<file path="src/hw/rtl/avd_pkg.sv">
`default_nettype none
// -----------------------------------------------------------------------------
// avd_pkg: shared types and constants of the ADPCM voice decoder
// Command and format codes, register indexes, and the control/status bundles
// that pass between the controller and the datapath.
// -----------------------------------------------------------------------------
package avd_pkg;

	localparam int DATA_W   = 16;
	localparam int SAMPLE_W = 16;
	localparam int CFG_IDX_W = 3;
	localparam int CFG_W    = 64;

	localparam int PROD_W   = 32;
	localparam int ACC_W    = 34;
	localparam int VAL_W    = 25;
	localparam int PRED_SHIFT = 11;
	localparam logic [ACC_W-1:0] PRED_ROUND = ACC_W'(32'h400);

	localparam logic signed [SAMPLE_W-1:0] SAMPLE_MAX = 16'sh7FFF;
	localparam logic signed [SAMPLE_W-1:0] SAMPLE_MIN = -16'sh8000;

	// Command carried in tuser of the input stream
	typedef enum logic [1:0] {
		CMD_DATA   = 2'd0,
		CMD_HEADER = 2'd1,
		CMD_LOOP   = 2'd2,
		CMD_START  = 2'd3
	} cmd_code_t;

	// Sample formats
	localparam logic [1:0] FMT_ADPCM = 2'd0;
	localparam logic [1:0] FMT_PCM16 = 2'd1;
	localparam logic [1:0] FMT_PCM8  = 2'd2;

	// Configuration register indexes
	localparam logic [CFG_IDX_W-1:0] REG_FORMAT    = 3'd0;
	localparam logic [CFG_IDX_W-1:0] REG_COEF_A    = 3'd1;
	localparam logic [CFG_IDX_W-1:0] REG_COEF_B    = 3'd2;
	localparam logic [CFG_IDX_W-1:0] REG_COEF_C    = 3'd3;
	localparam logic [CFG_IDX_W-1:0] REG_COEF_D    = 3'd4;
	localparam logic [CFG_IDX_W-1:0] REG_START_HIST = 3'd5;
	localparam logic [CFG_IDX_W-1:0] REG_LOOP_CTX  = 3'd6;
	localparam logic [CFG_IDX_W-1:0] REG_STREAMING = 3'd7;

	// Controller -> datapath commands
	typedef struct packed {
		logic capture;     // latch the data word
		logic load_hdr;    // scale/index from the header byte
		logic load_loop;   // loop-back reload
		logic load_start;  // initial history
		logic mul0;        // c0 * newest
		logic mul1;        // c1 * older, start the sum
		logic emit_adpcm;  // finish one nibble and write the output
		logic emit_pcm;    // write a PCM sample
		logic nib_lo;      // working on the low nibble
	} ctrl_t;

	// Datapath -> controller status
	typedef struct packed {
		logic [1:0] fmt;
		logic       out_free;
	} stat_t;

endpackage
`default_nettype wire

</file>
<file path="src/hw/rtl/adpcm_voice_decoder.sv">
`default_nettype none
// -----------------------------------------------------------------------------
// adpcm_voice_decoder: one-voice ADPCM / PCM16 / PCM8 sample decoder
// Turns a stream of command words into signed 16-bit samples.
// -----------------------------------------------------------------------------
//  channel  | signals                         | payload
//  ---------+---------------------------------+------------------------------
//  s_axis   | tvalid tready tdata[15:0] tuser | tdata: encoded_data
//           |                                 | tuser: cmd
//  m_axis   | tvalid tready tdata[15:0] tlast | tdata: sample, tlast: last
//  cfg      | valid ready index[2:0] data     | register write, always ready
//
//  An ADPCM data word is accepted, then each nibble takes two passes through the
//  single 16x16 multiplier and a step for the sum, floor shift and clamp. A PCM
//  data word is accepted and then written out; header, loop-back and start words
//  are handled as they are accepted. Reset clears the configuration, the scale
//  byte and the history. A stalled sink holds the decoder in its sum step (for
//  PCM, its PCM step) with the next sample ready; a new word is taken once the
//  last sample of the current word sits in the output register.
// -----------------------------------------------------------------------------
module adpcm_voice_decoder (
	input  wire                             clk,
	input  wire                             arst_n,
	// input words
	input  wire                             s_axis_tvalid,
	output logic                            s_axis_tready,
	input  wire [avd_pkg::DATA_W-1:0]       s_axis_tdata,   // [15:0] encoded_data
	input  wire [1:0]                       s_axis_tuser,   // [1:0] cmd
	// output samples
	output logic                            m_axis_tvalid,
	input  wire                             m_axis_tready,
	output logic [avd_pkg::SAMPLE_W-1:0]    m_axis_tdata,   // [15:0] sample
	output logic                            m_axis_tlast,
	// configuration writes
	input  wire                             cfg_valid,
	output logic                            cfg_ready,
	input  wire [avd_pkg::CFG_IDX_W-1:0]    cfg_index,
	input  wire [avd_pkg::CFG_W-1:0]        cfg_data
);

	avd_pkg::ctrl_t ctrl;
	avd_pkg::stat_t status;

	// registers take a write in any cycle
	assign cfg_ready = 1'b1;

	// sequence the work: command decode, multiplier passes, output handoff
	avd_ctrl u_ctrl (
		.clk           (clk),
		.arst_n        (arst_n),
		.s_axis_tvalid (s_axis_tvalid),
		.s_axis_tready (s_axis_tready),
		.s_axis_tuser  (s_axis_tuser),
		.status        (status),
		.ctrl          (ctrl)
	);

	// hold configuration and voice state, compute and drive the samples
	avd_dp u_dp (
		.clk           (clk),
		.arst_n        (arst_n),
		.cfg_valid     (cfg_valid),
		.cfg_index     (cfg_index),
		.cfg_data      (cfg_data),
		.s_axis_tdata  (s_axis_tdata),
		.m_axis_tvalid (m_axis_tvalid),
		.m_axis_tready (m_axis_tready),
		.m_axis_tdata  (m_axis_tdata),
		.m_axis_tlast  (m_axis_tlast),
		.ctrl          (ctrl),
		.status        (status)
	);

endmodule
`default_nettype wire

</file>
<file path="src/hw/rtl/avd_ctrl.sv">
`default_nettype none
// -----------------------------------------------------------------------------
// avd_ctrl: sequencing controller of the ADPCM voice decoder
// Decodes the input command and steps the shared multiplier through the two
// predictor products and the final sum of each nibble.
// -----------------------------------------------------------------------------
module avd_ctrl (
	input  wire              clk,
	input  wire              arst_n,
	input  wire              s_axis_tvalid,
	output logic             s_axis_tready,
	input  wire [1:0]        s_axis_tuser,
	input  wire avd_pkg::stat_t status,
	output avd_pkg::ctrl_t   ctrl
);

	typedef enum logic [4:0] {
		ST_IDLE = 5'b00001,
		ST_MUL0 = 5'b00010,
		ST_MUL1 = 5'b00100,
		ST_SUM  = 5'b01000,
		ST_PCM  = 5'b10000
	} state_t;

	state_t state_q, state_d;
	logic   nib_q, nib_d;
	logic   accept;

	always_comb begin
		state_d = state_q;
		nib_d   = nib_q;
		ctrl    = '0;
		ctrl.nib_lo = nib_q;
		s_axis_tready = (state_q == ST_IDLE);
		accept = s_axis_tvalid && s_axis_tready;
		unique case (state_q)
			ST_IDLE: begin
				if (accept) begin
					unique case (avd_pkg::cmd_code_t'(s_axis_tuser))
						avd_pkg::CMD_DATA: begin
							ctrl.capture = 1'b1;
							if (status.fmt == avd_pkg::FMT_ADPCM) begin
								nib_d   = 1'b0;
								state_d = ST_MUL0;
							end else begin
								state_d = ST_PCM;
							end
						end
						avd_pkg::CMD_HEADER: ctrl.load_hdr   = 1'b1;
						avd_pkg::CMD_LOOP:   ctrl.load_loop  = 1'b1;
						avd_pkg::CMD_START:  ctrl.load_start = 1'b1;
						default: ;
					endcase
				end
			end
			ST_MUL0: begin
				ctrl.mul0 = 1'b1;
				state_d   = ST_MUL1;
			end
			ST_MUL1: begin
				ctrl.mul1 = 1'b1;
				state_d   = ST_SUM;
			end
			ST_SUM: begin
				// hold the sum until the output register frees up
				if (status.out_free) begin
					ctrl.emit_adpcm = 1'b1;
					if (nib_q) begin
						state_d = ST_IDLE;
					end else begin
						nib_d   = 1'b1;
						state_d = ST_MUL0;
					end
				end
			end
			ST_PCM: begin
				if (status.out_free) begin
					ctrl.emit_pcm = 1'b1;
					state_d = ST_IDLE;
				end
			end
			default: state_d = ST_IDLE;
		endcase
	end

	always_ff @(posedge clk or negedge arst_n) begin
		if (!arst_n) begin
			state_q <= ST_IDLE;
			nib_q   <= 1'b0;
		end else begin
			state_q <= state_d;
			nib_q   <= nib_d;
		end
	end

	a_mul_order: assert property (@(posedge clk) disable iff (!arst_n)
		state_q == ST_MUL0 |=> state_q == ST_MUL1)
		else $error("second product did not follow the first");

	a_emit_free: assert property (@(posedge clk) disable iff (!arst_n)
		(ctrl.emit_adpcm || ctrl.emit_pcm) |-> status.out_free)
		else $error("sample written over a word still pending");

	a_high_then_low: assert property (@(posedge clk) disable iff (!arst_n)
		(ctrl.emit_adpcm && !nib_q) |=> (state_q == ST_MUL0 && nib_q))
		else $error("low nibble did not follow the high nibble");

	a_no_accept_busy: assert property (@(posedge clk) disable iff (!arst_n)
		(state_q == ST_MUL1 || state_q == ST_SUM) |-> !ctrl.capture)
		else $error("data captured while a byte is in flight");

endmodule
`default_nettype wire

</file>
<file path="src/hw/rtl/avd_dp.sv">
`default_nettype none
// -----------------------------------------------------------------------------
// avd_dp: datapath of the ADPCM voice decoder
// Configuration registers, predictor state, one shared 16x16 multiplier,
// prediction sum with floor shift and clamp, and the output register.
// -----------------------------------------------------------------------------
module avd_dp (
	input  wire                                clk,
	input  wire                                arst_n,
	input  wire                                cfg_valid,
	input  wire [avd_pkg::CFG_IDX_W-1:0]       cfg_index,
	input  wire [avd_pkg::CFG_W-1:0]           cfg_data,
	input  wire [avd_pkg::DATA_W-1:0]          s_axis_tdata,
	output logic                               m_axis_tvalid,
	input  wire                                m_axis_tready,
	output logic [avd_pkg::SAMPLE_W-1:0]       m_axis_tdata,
	output logic                               m_axis_tlast,
	input  wire avd_pkg::ctrl_t                ctrl,
	output avd_pkg::stat_t                     status
);

	localparam int SW = avd_pkg::SAMPLE_W;

	// configuration
	logic [1:0]                    fmt_q;
	logic [avd_pkg::CFG_W-1:0]     bank_q [4];
	logic [31:0]                   start_q;
	logic [39:0]                   loop_q;
	logic                          stream_q;

	// voice state
	logic [7:0]                    scale_q;
	logic signed [SW-1:0]          hist_new_q;
	logic signed [SW-1:0]          hist_old_q;

	// working registers
	logic [avd_pkg::DATA_W-1:0]    data_q;
	logic signed [avd_pkg::PROD_W-1:0] prod_q;
	logic signed [avd_pkg::ACC_W-1:0]  acc_q;

	logic                          out_valid_q;
	logic [SW-1:0]                 out_sample_q;
	logic                          out_last_q;

	logic [3:0]                    coef_sel;
	logic [avd_pkg::CFG_W-1:0]     coef_bank;
	logic signed [SW-1:0]          coef;
	logic signed [SW-1:0]          hist_op;
	logic signed [avd_pkg::PROD_W-1:0] prod;
	logic signed [avd_pkg::ACC_W-1:0]  sum;
	logic signed [avd_pkg::ACC_W-1:0]  sum_sh;
	logic signed [3:0]             nib;
	logic signed [avd_pkg::VAL_W-1:0]  nib_term;
	logic signed [avd_pkg::VAL_W-1:0]  val;
	logic signed [SW-1:0]          adpcm_s;
	logic signed [SW-1:0]          pcm_s;
	logic signed [SW-1:0]          new_s;
	logic                          emit;

	// coefficient pair from bits 6:4 of the scale byte, odd member on mul1
	assign coef_sel  = {scale_q[6:4], ctrl.mul1};
	assign coef_bank = bank_q[coef_sel[3:2]];
	assign coef      = signed'(coef_bank[{coef_sel[1:0], 4'b0000} +: SW]);
	assign hist_op   = ctrl.mul1 ? hist_old_q : hist_new_q;
	assign prod      = coef * hist_op;

	// floor shift of the wide sum, then scaled nibble, then clamp
	assign sum      = acc_q + avd_pkg::ACC_W'(prod_q);
	assign sum_sh   = sum >>> avd_pkg::PRED_SHIFT;
	assign nib      = signed'(ctrl.nib_lo ? data_q[3:0] : data_q[7:4]);
	assign nib_term = avd_pkg::VAL_W'(nib) <<< scale_q[3:0];
	assign val      = avd_pkg::VAL_W'(sum_sh) + nib_term;

	always_comb begin
		if (val > avd_pkg::VAL_W'(avd_pkg::SAMPLE_MAX)) begin
			adpcm_s = avd_pkg::SAMPLE_MAX;
		end else if (val < avd_pkg::VAL_W'(avd_pkg::SAMPLE_MIN)) begin
			adpcm_s = avd_pkg::SAMPLE_MIN;
		end else begin
			adpcm_s = SW'(val);
		end
	end

	always_comb begin
		case (fmt_q)
			avd_pkg::FMT_PCM16: pcm_s = signed'(data_q);
			avd_pkg::FMT_PCM8:  pcm_s = signed'({data_q[7:0], 8'h00});
			default:            pcm_s = '0;
		endcase
	end

	assign emit  = ctrl.emit_adpcm || ctrl.emit_pcm;
	assign new_s = ctrl.emit_adpcm ? adpcm_s : pcm_s;

	// configuration writes
	always_ff @(posedge clk or negedge arst_n) begin
		if (!arst_n) begin
			fmt_q    <= '0;
			bank_q   <= '{default: '0};
			start_q  <= '0;
			loop_q   <= '0;
			stream_q <= 1'b0;
		end else if (cfg_valid) begin
			unique case (cfg_index)
				avd_pkg::REG_FORMAT:     fmt_q     <= cfg_data[1:0];
				avd_pkg::REG_COEF_A:     bank_q[0] <= cfg_data;
				avd_pkg::REG_COEF_B:     bank_q[1] <= cfg_data;
				avd_pkg::REG_COEF_C:     bank_q[2] <= cfg_data;
				avd_pkg::REG_COEF_D:     bank_q[3] <= cfg_data;
				avd_pkg::REG_START_HIST: start_q   <= cfg_data[31:0];
				avd_pkg::REG_LOOP_CTX:   loop_q    <= cfg_data[39:0];
				avd_pkg::REG_STREAMING:  stream_q  <= cfg_data[0];
				default: ;
			endcase
		end
	end

	// scale and history
	always_ff @(posedge clk or negedge arst_n) begin
		if (!arst_n) begin
			scale_q    <= '0;
			hist_new_q <= '0;
			hist_old_q <= '0;
		end else begin
			if (ctrl.load_hdr) begin
				scale_q <= s_axis_tdata[7:0];
			end
			if (ctrl.load_loop) begin
				scale_q <= loop_q[39:32];
				if (!stream_q) begin
					hist_new_q <= signed'(loop_q[31:16]);
					hist_old_q <= signed'(loop_q[15:0]);
				end
			end
			if (ctrl.load_start) begin
				hist_new_q <= signed'(start_q[31:16]);
				hist_old_q <= signed'(start_q[15:0]);
			end
			if (emit) begin
				hist_old_q <= hist_new_q;
				hist_new_q <= new_s;
			end
		end
	end

	// working registers
	always_ff @(posedge clk) begin
		if (ctrl.capture) begin
			data_q <= s_axis_tdata;
		end
		if (ctrl.mul0) begin
			prod_q <= prod;
		end
		if (ctrl.mul1) begin
			prod_q <= prod;
			acc_q  <= avd_pkg::ACC_W'(prod_q) + signed'(avd_pkg::PRED_ROUND);
		end
		if (emit) begin
			out_sample_q <= new_s;
			out_last_q   <= ctrl.emit_pcm || ctrl.nib_lo;
		end
	end

	always_ff @(posedge clk or negedge arst_n) begin
		if (!arst_n) begin
			out_valid_q <= 1'b0;
		end else if (emit) begin
			out_valid_q <= 1'b1;
		end else if (m_axis_tready) begin
			out_valid_q <= 1'b0;
		end
	end

	assign m_axis_tvalid   = out_valid_q;
	assign m_axis_tdata    = out_sample_q;
	assign m_axis_tlast    = out_last_q;
	assign status.fmt      = fmt_q;
	assign status.out_free = !out_valid_q || m_axis_tready;

endmodule
`default_nettype wire
</file>
<file path="config.mk">
export PLATFORM = sky130hd
export DESIGN_NAME = adpcm_voice_decoder
export DESIGN_NICKNAME = d
export VERILOG_FILES = /design/src/hw/rtl/avd_pkg.sv /design/src/hw/rtl/adpcm_voice_decoder.sv /design/src/hw/rtl/avd_ctrl.sv /design/src/hw/rtl/avd_dp.sv
export SDC_FILE = /design/constraint.sdc
export NUM_CORES = 2
export LEC_CHECK = 0
export ABC_AREA = 1
export BUFFER_PORTS_ARGS = -buffer_cell sky130_fd_sc_hd__buf_2
export CAP_MARGIN = 5
export CELL_PAD_IN_SITES_DETAIL_PLACEMENT = 1
export CELL_PAD_IN_SITES_GLOBAL_PLACEMENT = 1
export CORE_ASPECT_RATIO = 0.7
export CORE_MARGIN = 1
export CORE_UTILIZATION = 30
export CTS_BUF_LIST = sky130_fd_sc_hd__clkbuf_4 sky130_fd_sc_hd__clkbuf_8 sky130_fd_sc_hd__clkbuf_16
export DETAILED_ROUTE_END_ITERATION = 10
export HOLD_SLACK_MARGIN = 0.05
export PLACE_DENSITY = 0.63
export SYNTH_ARGS = -nofsm -noshare
export SYNTH_HDL_FRONTEND = slang
export SYNTH_SLANG_ARGS = --single-unit
export TNS_END_PERCENT = 30
</file>
<file path="constraint.sdc">
create_clock -name clk -period 22.1 [get_ports clk]
set_input_delay 5.525 -clock clk [delete_from_list [all_inputs] [get_ports clk]]
set_output_delay 5.525 -clock clk [all_outputs]
set_load 0.05 [all_outputs]
</file>
==> out/qor.csv <==
metric;value;unit
status;complete, no violations;
grt ovf;0;
Post-CTS Setup Inserts;0;
total CTS buffers;54;
most common cell after layout, fill and taps aside;nand2_1;
EDFF count, synth;98;
Mapped Nets;4549;
buffers added on ports;108;
biggest cell delay along the critical path;0.80;ns
Worst R2R End;u_dp.prod_q[28]$_DFFE_PP_;
Die ar.;0.1137;mm²
Finished Cell Area;0.03759;mm²
GR Util All Layers;20.42;%
worst-margin pin slew;1.109;ns
Worst Hold Launch;u_dp.prod_q[9]$_DFFE_PP_;
FF-to-FF setup slack;12.54;ns
Worst R2R Path Depth;26;
die height;282.4;µm
clk slew on worst S/H paths;0.06;ns
Initial DRC Count;2000;
wire per inst;20.28;µm
fmax;0.1047;GHz
Async SR Flop Fraction;79.32;%
Die Wd;402.6;µm
Crit path arrival time;9.92;ns
CP required;22.46;ns
initial antenna violation count;8;
Core Util, Final;33.89;%
clock root buffer;clkbuf_16;
# Max-Cap Violations;0;
Yosys reg bits;474;
Distinct cells, synth;56;
kind of critical path;reg2reg;
Final Hold Viols;0;
R2R Path Start;u_dp.scale_q[5]$_DFFE_PN0P_;
first-pass GRT wire length;178700;µm
DRT antenna net count;0;
I/O pin count;110;
critical-path maximum fanout;65;
placement-stage worst setup slack;12.62;ns
max_slew headroom;26.07;%
Clock Latency Late Sink;0.64;ns
vias per cell;4.939;
Setup crit start kind;register;
main flop type after synthesis;dfrtp_1;
Final Worst Setup Slack;12.54;ns
TritonCTS clock tree;yes;
RSZ-0062 raised after global routing;false;
Gate Count Post-Synth;4055;
slowest stage cell, crit path;fa_1;
DP HPWL;85320;µm
DR vias;27586;
DR pass1 iterations;5;
CP endpoint kind;register;
Routed WL;113300;µm
largest net degree at the start of global routing;150;
Area Growth Syn to Fin;11.56;%
syn_area_per_cell;8.309;µm²
Max H-tree Level;2;
Clock Skew;0.03608;ns
# fillers;13164;
DP Area;0.03570;mm²
vias in the first global route;28888;
most frequent cells in the layout;nand2_1 (995), inv_1 (555), o21ai_0 (440), dfrtp_1 (373), nor2_1 (350);
Register Area;0.01236;mm²
area of the multi-input gates;0.01847;mm²
Pins Over Slew Limit;0;
fin crit period;9.555;ns
Critical Path Most Common Cell;fa_1;
setup_tns;0;ns
Synth Warn #;0;
hold crit path type;reg2reg;
share of cells above drive strength 1;7.631;%
period utilisation layout;43.24;%
worst hold endpoint;u_dp.acc_q[9]$_DFFE_PP_;
cts hold-fix bufs;0;
row cnt;102;
sequential element share of the synthesized area;36.66;%
setup violators final;0;
WHS Path Cells;0;
DRC violations left;0;
cell area after synthesis;0.03369;mm²
GPL Wtd Cong;0.8909;
nets;4578;
CORE AREA;0.1109;mm²
clk sinks;474;
Max clock buf depth;3;
Starting Density;30.38;%
post-cts sizing count;0;
## cell type report
| cell class | instances | area share (%) |
|---|---|---|
| flip-flops and latches | 474 | 32.88 |
| diodes | 1 | 0.006657 |
| repair buffers | 146 | 2.257 |
| clock buffers | 81 | 4.470 |
| clock inverters | 19 | 0.5592 |
| well taps | 1456 | 4.847 |
| inverters | 585 | 5.852 |
| multi-input cells | 2823 | 49.13 |
## logic make-up after synthesis
family	share of synthesized area, %
buffers and inverters	8.660
flip-flops	36.66
other	0.01113
XOR/XNOR	2.392
adder cells (fa/ha/maj)	20.86
AO/OA/AOI/OAI	13.50
AND/OR/NAND/NOR	17.83
multiplexers	0.08913
## per-layer routing
metal | GRT usage (%) | share of wire (%) | vias to the layer above
met2 | 28.92 | 40 | 600
li1 | - | - | 12990
met5 | 0 | 0.011 | -
met1 | 31.98 | 52 | 13868
met4 | 4.874 | 2.2 | 2
met3 | 3.132 | 5.4 | 126
## critical path: cells and delay by family, from the launching register on
kind	cells	cell delay, ns
AND/OR/NAND/NOR	8	2.04
buffers and inverters	6	1.64
XOR/XNOR	1	0.16
adder cells (fa/ha/maj)	7	3.80
AO/OA/AOI/OAI	4	0.79
flip-flops	1	0.72
## sequential cells by signal (all words and copies together), names as in the netlist, 2 cells and up
signal and cells:
u_dp.hist_new_q 16, u_dp.fmt_q 2, u_ctrl.state_q 5, u_dp.data_q 16, u_dp.m_axis_tdata 16, u_dp.prod_q 32
u_dp.acc_q 33, u_dp.start_q 32, u_dp.loop_q 39, u_dp.scale_q 7, u_dp.bank_q 256, u_dp.hist_old_q 16
## how the worst max path moves through the flow
stage | to | startpoint | slack, ns
2_1_floorplan | u_dp.m_axis_tdata[0]$_DFFE_PN_ | m_axis_tready | 14.97
3_3_place_gp | u_dp.prod_q[28]$_DFFE_PP_ | u_dp.scale_q[5]$_DFFE_PN0P_ | 12.84
3_5_place_dp | u_dp.prod_q[28]$_DFFE_PP_ | u_dp.scale_q[5]$_DFFE_PN0P_ | 12.62
4_1_cts | u_dp.prod_q[28]$_DFFE_PP_ | u_dp.scale_q[5]$_DFFE_PN0P_ | 12.59
5_1_grt | u_dp.prod_q[28]$_DFFE_PP_ | u_dp.scale_q[5]$_DFFE_PN0P_ | 11.92
6_report | u_dp.prod_q[28]$_DFFE_PP_ | u_dp.scale_q[5]$_DFFE_PN0P_ | 12.54
## cells in the mapped netlist, drive strengths merged, types with 62 or more instances
| cell type | count | share of area, % |
|---|---|---|
| nor2 | 360 | 4.1 |
| fa | 263 | 16 |
| clkbuf | 111 | 1.2 |
| o21ai | 458 | 6.9 |
| ha | 141 | 5.2 |
| a21oi | 210 | 3.1 |
| edfxtp | 98 | 8.7 |
| dfrtp | 375 | 28 |
| buf | 62 | 0.91 |
| inv | 582 | 6.5 |
| nand2 | 1005 | 11 |
| nand3 | 88 | 1.3 |
## through the flow
stage	hold slack, ns	instances
floorplan	0.4271	4055
global placement	0.4423	5484
detailed placement	0.4486	5484
CTS	0.4510	5584
global route	0.4721	5584
finish	0.4487	5585
Power is left out: the tool's default activity adds up to more than one toggle a clock period on the data nets, which glitch-free logic cannot reach.
